`src/osrs_pkg.sv`:
```
// ----------------------------------------------------------------------------
// osrs_pkg
// Shared constants, codes and types for the ordered set rank/select unit.
// ----------------------------------------------------------------------------
package osrs_pkg;

	localparam int CAPACITY = 64;
	localparam int AW = (CAPACITY > 1) ? $clog2(CAPACITY) : 1;
	localparam int CW = $clog2(CAPACITY + 1);

	localparam logic [1:0] FUNC_INSERT = 2'd0;
	localparam logic [1:0] FUNC_DELETE = 2'd1;
	localparam logic [1:0] FUNC_KTH    = 2'd2;
	localparam logic [1:0] FUNC_COUNT  = 2'd3;

	localparam logic [1:0] ST_DONE    = 2'd0;
	localparam logic [1:0] ST_NOCHG   = 2'd1;
	localparam logic [1:0] ST_BADRANK = 2'd2;
	localparam logic [1:0] ST_FULL    = 2'd3;

	typedef enum logic [3:0] {
		S_IDLE,
		S_SRCH,
		S_SCMP,
		S_DECIDE,
		S_KCHK,
		S_KRD,
		S_SHRD,
		S_SHWR,
		S_FIN,
		S_RESP
	} state_t;

endpackage

```
`src/ordered_set_rank_select_unit.sv`:
```
// ----------------------------------------------------------------------------
// ordered_set_rank_select_unit
// Sorted set of distinct signed keys with insert, delete, k-th and count.
// ----------------------------------------------------------------------------
// Keys live ascending in one synchronous RAM (one read, one write per cycle,
// read data registered, in the cycle after its address). One item is worked
// at a time; it is taken in the idle state. Insert, delete and count run a
// binary search over the RAM: each probe issues a read, then compares the
// data with the key, for at most ceil(log2(size+1)) probes, and the search
// ends once its bounds meet. A decide state then settles the outcome. Insert
// and delete move each entry above the key by one slot, a read and then a
// write per moved entry, and then a final state writes the key and grows the
// size, or shrinks the size. K-th takes a range check, then one RAM read; an
// invalid rank skips the read. Every item ends in a state that loads the
// result into the output register; it waits while the previous result is still
// waiting there. The next item is taken once the result has been loaded.
module ordered_set_rank_select_unit (
	input  logic               clk,
	input  logic               arst_n,
	input  logic               in_valid,
	output logic               in_ready,
	input  logic [1:0]         func,
	input  logic signed [31:0] key,
	input  logic [6:0]         rank,
	output logic               out_valid,
	input  logic               out_ready,
	output logic signed [31:0] kth_value,
	output logic [6:0]         smaller_count,
	output logic [1:0]         status
);

	localparam int AW = osrs_pkg::AW;
	localparam int CW = osrs_pkg::CW;

	logic [31:0] mem [osrs_pkg::CAPACITY];
	logic [31:0] rdata;
	logic        we;
	logic [AW-1:0] waddr, raddr;
	logic [31:0] wdata;

	always_ff @(posedge clk) begin
		if (we) mem[waddr] <= wdata;
		rdata <= mem[raddr];
	end

	osrs_pkg::state_t state_q, state_d;
	logic [1:0]  func_q, func_d;
	logic signed [31:0] key_q, key_d;
	logic [6:0]  rank_q, rank_d;
	logic [CW-1:0] lo_q, lo_d, hi_q, hi_d, idx_q, idx_d, size_q, size_d;
	logic        found_q, found_d;
	logic [31:0] rkth_q, rkth_d;
	logic [CW-1:0] rcnt_q, rcnt_d;
	logic [1:0]  rst_q, rst_d;
	logic        ov_q, ov_d;
	logic [31:0] okth_q, okth_d;
	logic [6:0]  ocnt_q, ocnt_d;
	logic [1:0]  ost_q, ost_d;
	logic [CW:0] sum;
	logic [CW-1:0] mid;

	assign sum = {1'b0, lo_q} + {1'b0, hi_q};
	assign mid = sum[CW:1];

	always_comb begin
		state_d = state_q;
		func_d = func_q; key_d = key_q; rank_d = rank_q;
		lo_d = lo_q; hi_d = hi_q; idx_d = idx_q; size_d = size_q;
		found_d = found_q;
		rkth_d = rkth_q; rcnt_d = rcnt_q; rst_d = rst_q;
		ov_d = ov_q; okth_d = okth_q; ocnt_d = ocnt_q; ost_d = ost_q;
		we = 1'b0; waddr = '0; wdata = key_q; raddr = '0;
		in_ready = (state_q == osrs_pkg::S_IDLE);
		if (ov_q && out_ready) ov_d = 1'b0;
		case (state_q)
			osrs_pkg::S_IDLE: begin
				if (in_valid) begin
					func_d = func; key_d = key; rank_d = rank;
					lo_d = '0; hi_d = size_q; found_d = 1'b0;
					rkth_d = '0; rcnt_d = '0; rst_d = osrs_pkg::ST_DONE;
					state_d = (func == osrs_pkg::FUNC_KTH) ? osrs_pkg::S_KCHK
						: osrs_pkg::S_SRCH;
				end
			end
			osrs_pkg::S_SRCH: begin
				if (lo_q < hi_q) begin
					raddr = AW'(mid);
					state_d = osrs_pkg::S_SCMP;
				end else begin
					state_d = osrs_pkg::S_DECIDE;
				end
			end
			osrs_pkg::S_SCMP: begin
				if ($signed(rdata) < key_q) begin
					lo_d = mid + CW'(1);
				end else begin
					hi_d = mid;
					if (rdata == key_q) found_d = 1'b1;
				end
				state_d = osrs_pkg::S_SRCH;
			end
			osrs_pkg::S_DECIDE: begin
				state_d = osrs_pkg::S_RESP;
				case (func_q)
					osrs_pkg::FUNC_INSERT: begin
						if (found_q) rst_d = osrs_pkg::ST_NOCHG;
						else if (int'(size_q) >= osrs_pkg::CAPACITY)
							rst_d = osrs_pkg::ST_FULL;
						else begin
							idx_d = size_q;
							state_d = (size_q > lo_q) ? osrs_pkg::S_SHRD
								: osrs_pkg::S_FIN;
						end
					end
					osrs_pkg::FUNC_DELETE: begin
						if (!found_q) rst_d = osrs_pkg::ST_NOCHG;
						else begin
							idx_d = lo_q;
							state_d = ({1'b0, lo_q} + (CW+1)'(1) < {1'b0, size_q})
								? osrs_pkg::S_SHRD : osrs_pkg::S_FIN;
						end
					end
					default: rcnt_d = lo_q;
				endcase
			end
			osrs_pkg::S_KCHK: begin
				if (rank_q == 7'd0 || int'(rank_q) > int'(size_q)) begin
					rst_d = osrs_pkg::ST_BADRANK;
					state_d = osrs_pkg::S_RESP;
				end else begin
					raddr = AW'(rank_q - 7'd1);
					state_d = osrs_pkg::S_KRD;
				end
			end
			osrs_pkg::S_KRD: begin
				rkth_d = rdata;
				state_d = osrs_pkg::S_RESP;
			end
			osrs_pkg::S_SHRD: begin
				raddr = (func_q == osrs_pkg::FUNC_INSERT) ? AW'(idx_q - CW'(1))
					: AW'(idx_q + CW'(1));
				state_d = osrs_pkg::S_SHWR;
			end
			osrs_pkg::S_SHWR: begin
				we = 1'b1; waddr = AW'(idx_q); wdata = rdata;
				if (func_q == osrs_pkg::FUNC_INSERT) begin
					idx_d = idx_q - CW'(1);
					state_d = (idx_q - CW'(1) > lo_q) ? osrs_pkg::S_SHRD
						: osrs_pkg::S_FIN;
				end else begin
					idx_d = idx_q + CW'(1);
					state_d = ({1'b0, idx_q} + (CW+1)'(2) < {1'b0, size_q})
						? osrs_pkg::S_SHRD : osrs_pkg::S_FIN;
				end
			end
			osrs_pkg::S_FIN: begin
				if (func_q == osrs_pkg::FUNC_INSERT) begin
					we = 1'b1; waddr = AW'(lo_q); wdata = key_q;
					size_d = size_q + CW'(1);
				end else begin
					size_d = size_q - CW'(1);
				end
				state_d = osrs_pkg::S_RESP;
			end
			osrs_pkg::S_RESP: begin
				if (!ov_q || out_ready) begin
					ov_d = 1'b1; okth_d = rkth_q; ocnt_d = 7'(rcnt_q); ost_d = rst_q;
					state_d = osrs_pkg::S_IDLE;
				end
			end
			default: state_d = osrs_pkg::S_IDLE;
		endcase
	end

	always_ff @(posedge clk or negedge arst_n) begin
		if (!arst_n) begin
			state_q <= osrs_pkg::S_IDLE;
			size_q <= '0;
			ov_q <= 1'b0;
		end else begin
			state_q <= state_d;
			size_q <= size_d;
			ov_q <= ov_d;
		end
	end

	always_ff @(posedge clk) begin
		func_q <= func_d; key_q <= key_d; rank_q <= rank_d;
		lo_q <= lo_d; hi_q <= hi_d; idx_q <= idx_d; found_q <= found_d;
		rkth_q <= rkth_d; rcnt_q <= rcnt_d; rst_q <= rst_d;
		okth_q <= okth_d; ocnt_q <= ocnt_d; ost_q <= ost_d;
	end

	assign out_valid = ov_q;
	assign kth_value = okth_q;
	assign smaller_count = ocnt_q;
	assign status = ost_q;

endmodule

```
`config.mk`:
```
export PLATFORM = sky130hd
export DESIGN_NAME = ordered_set_rank_select_unit
export DESIGN_NICKNAME = d
export VERILOG_FILES = /design/src/osrs_pkg.sv /design/src/ordered_set_rank_select_unit.sv
export SDC_FILE = /design/constraint.sdc
export NUM_CORES = 2
export LEC_CHECK = 0
export ABC_AREA = 1
export BUFFER_PORTS_ARGS = -buffer_cell sky130_fd_sc_hd__buf_2
export CAP_MARGIN = 20
export CORE_MARGIN = 3
export CORE_UTILIZATION = 35
export DETAILED_ROUTE_END_ITERATION = 16
export SYNTH_ARGS = -nofsm -noshare
export SYNTH_HDL_FRONTEND = slang
export SYNTH_SLANG_ARGS = --single-unit
```
`constraint.sdc`:
```
create_clock -name clk -period 6.1 [get_ports clk]
set_input_delay 0.61 -clock clk [delete_from_list [all_inputs] [get_ports clk]]
set_output_delay 0.61 -clock clk [all_outputs]
set_load 0.05 [all_outputs]
```
* After elaboration in Yosys (flattened, before gate mapping)
Memories as Yosys holds them, arrays and structs flattened. A register that Yosys moved wholly into a read port is not among the register bits.
Index checks and enable logic that the tools add are counted.
** Storage, ports and cells
- Register bits :: 157
- Bits in writable memories :: 2048
- Bits of input ports :: 45
- Memories kept :: 1
** Cells by class
- Add/subtract/negate cells :: 9
- Magnitude comparators :: 8
- Equality and inequality tests :: 25
- Multiplexer cells :: 57
- Reduce and logical (&&, ||, !) cells :: 24
** Memory list
- mem :: words 64, bits a word 32, rd ports 1, clocked after memory_dff 1, write ports 1, RTL line ordered_set_rank_select_unit.sv:35 : logic [31:0] mem [osrs_pkg::CAPACITY];
** Operators by type and width (count)
- $mux W7 :: 10
- $pmux W7 S2 :: 5
- $mux W32 :: 2
- $pmux W32 S2 :: 1
- $mux W4 :: 11
- $pmux W4 S9 :: 1
- $eq A32 B32 Y1 :: 1
- $lt A32 B32 Y1 :: 1
- $mux W6 :: 4
- $add A7 B1 Y7 const B :: 3
- $gt A7 B7 Y1 :: 3
- $pmux W6 S3 :: 1
- $eq A4 B3 Y1 const B :: 4
- $lt A8 B7 Y1 :: 2
- $ne A3 B3 Y1 const B :: 5
- $ne A2 B2 Y1 const B :: 7
- $sub A7 B1 Y7 const B :: 2
- $pmux W6 S2 :: 1
- $mux W1 :: 10
- $mux W2 :: 5
- $reduce_and A3 Y1 :: 3
- $add A7 B1 Y8 const B :: 1
- $add A7 B2 Y8 const B :: 1
- $add A7 B7 Y8 :: 1
- 27 further kinds :: 38

* Depth between registers and ports, before layout
- Depth after elaboration :: 6
- Mapped depth :: 21

* Worst setup path before layout
Ideal clock, no wire load.
- Path type :: register to register
- Start :: register state_q[3]
- End :: memory mem[40][0] (enable)
- Library setup time :: 0.501 ns
- Arrival :: 4.808 ns
- Data required time :: 5.599 ns
- Path slack :: 0.790 ns
- Stages on the path, launching flop included :: 9
- Buffers on the path :: 1
- Path through :: dfrtp_1 > inv_1 > nand2_1 > nor2_1 > inv_1 > clkbuf_1 > o22ai_1 > nand2_1 > nor4_1
** Between the ends
- Longest elaborated chain between the ends :: 4
** Ends and longest elaborated chain
- start: declaration :: RTL line ordered_set_rank_select_unit.sv:46 : osrs_pkg::state_t state_q, state_d;
- start signal: assignment :: RTL line ordered_set_rank_select_unit.sv:177 : state_q <= osrs_pkg::S_IDLE;
- start signal: assignment :: RTL line ordered_set_rank_select_unit.sv:181 : state_q <= state_d;
- $eq A4 B4 Y1 or $eq A4 B3 Y1 (tied branches) :: RTL line ordered_set_rank_select_unit.sv:75 : case (state_q)
- $pmux W1 S2 :: RTL line ordered_set_rank_select_unit.sv:75
- $mux W1 :: RTL line ordered_set_rank_select_unit.sv:42 : if (we) mem[waddr] <= wdata;
- $mux W1 (implied by the code) :: RTL line ordered_set_rank_select_unit.sv:42
- end: declaration :: RTL line ordered_set_rank_select_unit.sv:35
Parallel ways exist; a longest one is shown, timed or not.

* Final worst setup path
- Start :: register func_q[0]
- End :: memory mem[10][2] (enable)
** Between the ends
- Longest elaborated chain between the ends :: 5
** Ends and longest elaborated chain
- start: declaration :: RTL line ordered_set_rank_select_unit.sv:47 : logic [1:0] func_q, func_d;
- start signal: assignment :: RTL line ordered_set_rank_select_unit.sv:188 : func_q <= func_d; key_q <= key_d; rank_q <= rank_d;
- $logic_not A2 Y1 (*) :: RTL line ordered_set_rank_select_unit.sv:157 : if (func_q == osrs_pkg::FUNC_INSERT) begin
- $mux W1 :: RTL line ordered_set_rank_select_unit.sv:157
- $pmux W1 S2 :: RTL line ordered_set_rank_select_unit.sv:75
- $mux W1 :: RTL line ordered_set_rank_select_unit.sv:42
- $mux W1 (implied by the code) :: RTL line ordered_set_rank_select_unit.sv:42
Mark *: on every way between the ends. The rest lies on a longest branch, timed or not.

==> flow_summary.json <==
{
  "status": "complete, no violations",
  "ys.flop_type": "edfxtp_1",
  "arrival_ns": 5.55,
  "drive_gt1_share_pct": 7.87,
  "critPathKind": "reg -> reg",
  "io_pins": 88,
  "power_frac_clock_pct": 25.6,
  "cts_max_level": 4,
  "die-area_um2": 291000,
  "synthesis.area_um2": 99700,
  "clk_latency_ns": 0.90,
  "clkTransAtPathRegs_ns": 0.06,
  "antenna_left": 0,
  "synthArstFlopShare_pct": 0.536,
  "yosys_warnings": 0,
  "numCtsBuffers": 228,
  "holdCritPathClass": "in -> reg",
  "syn_avg_cell_area_um2": 11.0,
  "ys_seq_area_share_pct": 67.0,
  "clock_path_buffers": 3,
  "slew_headroom_pct": 29.8,
  "worstMarginPinSlew_ns": 1.05,
  "syn_to_final_growth_pct": 13.3,
  "rsz0062_at_grt": "false",
  "die_y_um": 540,
  "grt_remaining_overflow": 0,
  "p_comb_share_pct": 40.2,
  "leakage_uw": 0.0436,
  "internal_power_uw": 32500,
  "die_w_um": 540,
  "final_common_cell": "nand3_1",
  "cp-start-kind": "register",
  "grt_max_degree": 178,
  "dpl-instance-area_um2": 105000,
  "cpPeakStageDelay_ns": 0.91,
  "drtIter0Drc": 7347,
  "numPortBuffers": 87,
  "endpoint_kind": "register",
  "finalPower_uw": 55600,
  "drc_errors": 0,
  "period_needed_ns": 5.04,
  "synthDistinctLibCells": 48,
  "fmax_mhz": 198,
  "synth_nets": 9233,
  "dp.final_hpwl_mm": 156,
  "peakVddDrop_uv": 483,
  "ys_seq_elements": 2237,
  "place_congestion": 0.854,
  "finalSetupViolations": 0,
  "netlist_instances": 9094,
  "path_cells": "nor2_4 -> inv_1 -> nor2_1 -> inv_1 -> o22ai_1 -> nand2_1 -> nor2_4 -> buf_4",
  "switching_share_pct": 41.5,
  "nNetsFinal": 9229,
  "pwr_density_cell_nw_per_um2": 492,
  "core-area_um2": 283000,
  "vias": 67460,
  "hold_viol_final": 0,
  "initial_core_util_pct": 35.2,
  "cts_tree": "done",
  "synth_edf_count": 2193,
  "finalSetupTns_ns": 0,
  "final.period_utilization_pct": 82.7,
  "critPathMaxFanout": 17,
  "grt_pass1_wl_mm": 423,
  "p_seq_share_pct": 34.2,
  "timing.max_cap.violations": 0,
  "fin_area_um2": 113000,
  "fillers": 26566,
  "p_sw_uw": 23000,
  "wl_per_cell_um": 21.8,
  "cp.required_ns": 6.61,
  "totalWireLength_mm": 284,
  "drv_slew": 0,
  "grt_pass1_vias": 64560,
  "clock_sinks": 2237,
  "grt_use_total_pct": 18.9,
  "antenna_found_initial": 8,
  "vias_per_cell": 5.17,
  "placementRows": 195,
  "slowest_stage": "nor2_4",
  "cts-root-buf": "clkbuf_16",
  "dr.pass1.iters": 6,
  "final_cell_mix": "2,206 x nand3_1, 2,193 x edfxtp_1, 1,545 x inv_1",
  "fin_worst_skew_ns": 0.0820
}
[metrics by stage]
stage / setup WS (ns) / std cells / util (%) / hold slack, ns
finish: 1.06 / 13036 / 39.9 / 0.141
global route: 0.902 / 13036 / 39.9 / 0.178
CTS: 1.22 / 13034 / 39.9 / 0.0618
detailed placement: 1.23 / 12559 / 37.1 / 0.405
global placement: 1.15 / 12559 / 37.1 / 0.403
floorplan: 0.790 / 9094 / - / 0.314
[routing by layer]
metal	wire (µm)	GRT usage [%]	up-vias
met3	24400	3.40	399
li1	-	-	30927
met4	6100	4.75	2
met2	131000	29.9	2781
met1	123000	27.0	33351
met5	9	0	-
[cells by family (layout without fill, tap and decap cells)]
group                    Yosys count  count (layout)  share of synthesized area (%)
buffers and inverters           2105            2303                           8.51
AO/OA/AOI/OAI                    170             170                          0.942
multiplexers                       1               1                         0.0100
adder cells (fa/ha/maj)           94              94                           1.19
other                              0               1                              0
AND/OR/NAND/NOR                 4464            4464                           22.2
flip-flops                      2237            2237                           67.0
XOR/XNOR                          23              23                          0.209
[cell type report]
type	count	area [µm²]	area share, %
flip-flops and latches	2237	66800	59.1
repair buffers	316	2660	2.36
clock buffers	303	6220	5.50
diodes	1	2.50	0.00221
well taps	3743	4680	4.14
clock inverters	129	1400	1.24
multi-input cells	4752	25400	22.5
inverters	1555	5890	5.21
[critical path: cells and delay by family, from the launching register on]
kind	cells	cell delay [ns]
flops	1	0.54
compound gates	1	0.82
simple gates	4	2.31
buf+inv	3	1.01
[flip-flops by register name, indices dropped and copies added, names as in the netlist]
signal and cells:
state_q 4, status 2, rkth_q 32, rank_q 7, func_q 2, found_q 1, rcnt_q 7, hi_q 7
mem 2048, key_q 32, out_valid 1, size_q 7, rst_q 2, lo_q 7, smaller_count 7, kth_value 32
rdata 32, idx_q 7
[power groups by stage]
stage | combinational (µW) | clock (µW) | sequential, µW
2_1_floorplan | 14100 | 0 | 19200
3_3_place_gp | 21800 | 0 | 19300
3_5_place_dp | 22000 | 0 | 19300
4_1_cts | 22200 | 14400 | 19000
5_1_grt | 24300 | 15000 | 19000
6_report | 22300 | 14200 | 19000
[cells in the mapped netlist, drive strengths merged, types with 21 or more instances]
library cell,number,share of area [%]
a21oi,54,0.28
buf,349,1.9
clkbuf,201,0.76
dfxtp,32,0.64
edfxtp,2193,66
ha,92,1.2
inv,1553,5.8
nand2,1382,5.2
nand3,2207,11
nand3b,673,5.1
nor2,176,0.67
o21ai,84,0.43
xor2,21,0.19
[worst paths after layout]
path                                               from                          to  slack [ns]  cells after the start
worst min-delay path                           in_valid      state_q[0]$_DFFE_PN0P_        0.14                      3
worst min register to register  rcnt_q[3]$_SDFFCE_PN0P_  smaller_count[3]$_DFFE_PP_        0.42                      0
min in group asynchronous                        arst_n      state_q[0]$_DFFE_PN0P_        0.24                      2
worst max-delay path                func_q[0]$_DFFE_PP_        mem[10][2]$_DFFE_PP_        1.06                      8
max in group asynchronous                        arst_n       size_q[1]$_DFFE_PN0N_        5.57                      2
worst max register to register      func_q[0]$_DFFE_PP_        mem[10][2]$_DFFE_PP_        1.06                      8
[what timing repair did]
item,4_1_cts,5_1_grt
buffers inserted,0,0
hold endpoints to repair,54,0
endpoints found under the setup margin,0,0
resized for setup,0,0
hold buffers,43,0
(Power assumes the default switching activity.)
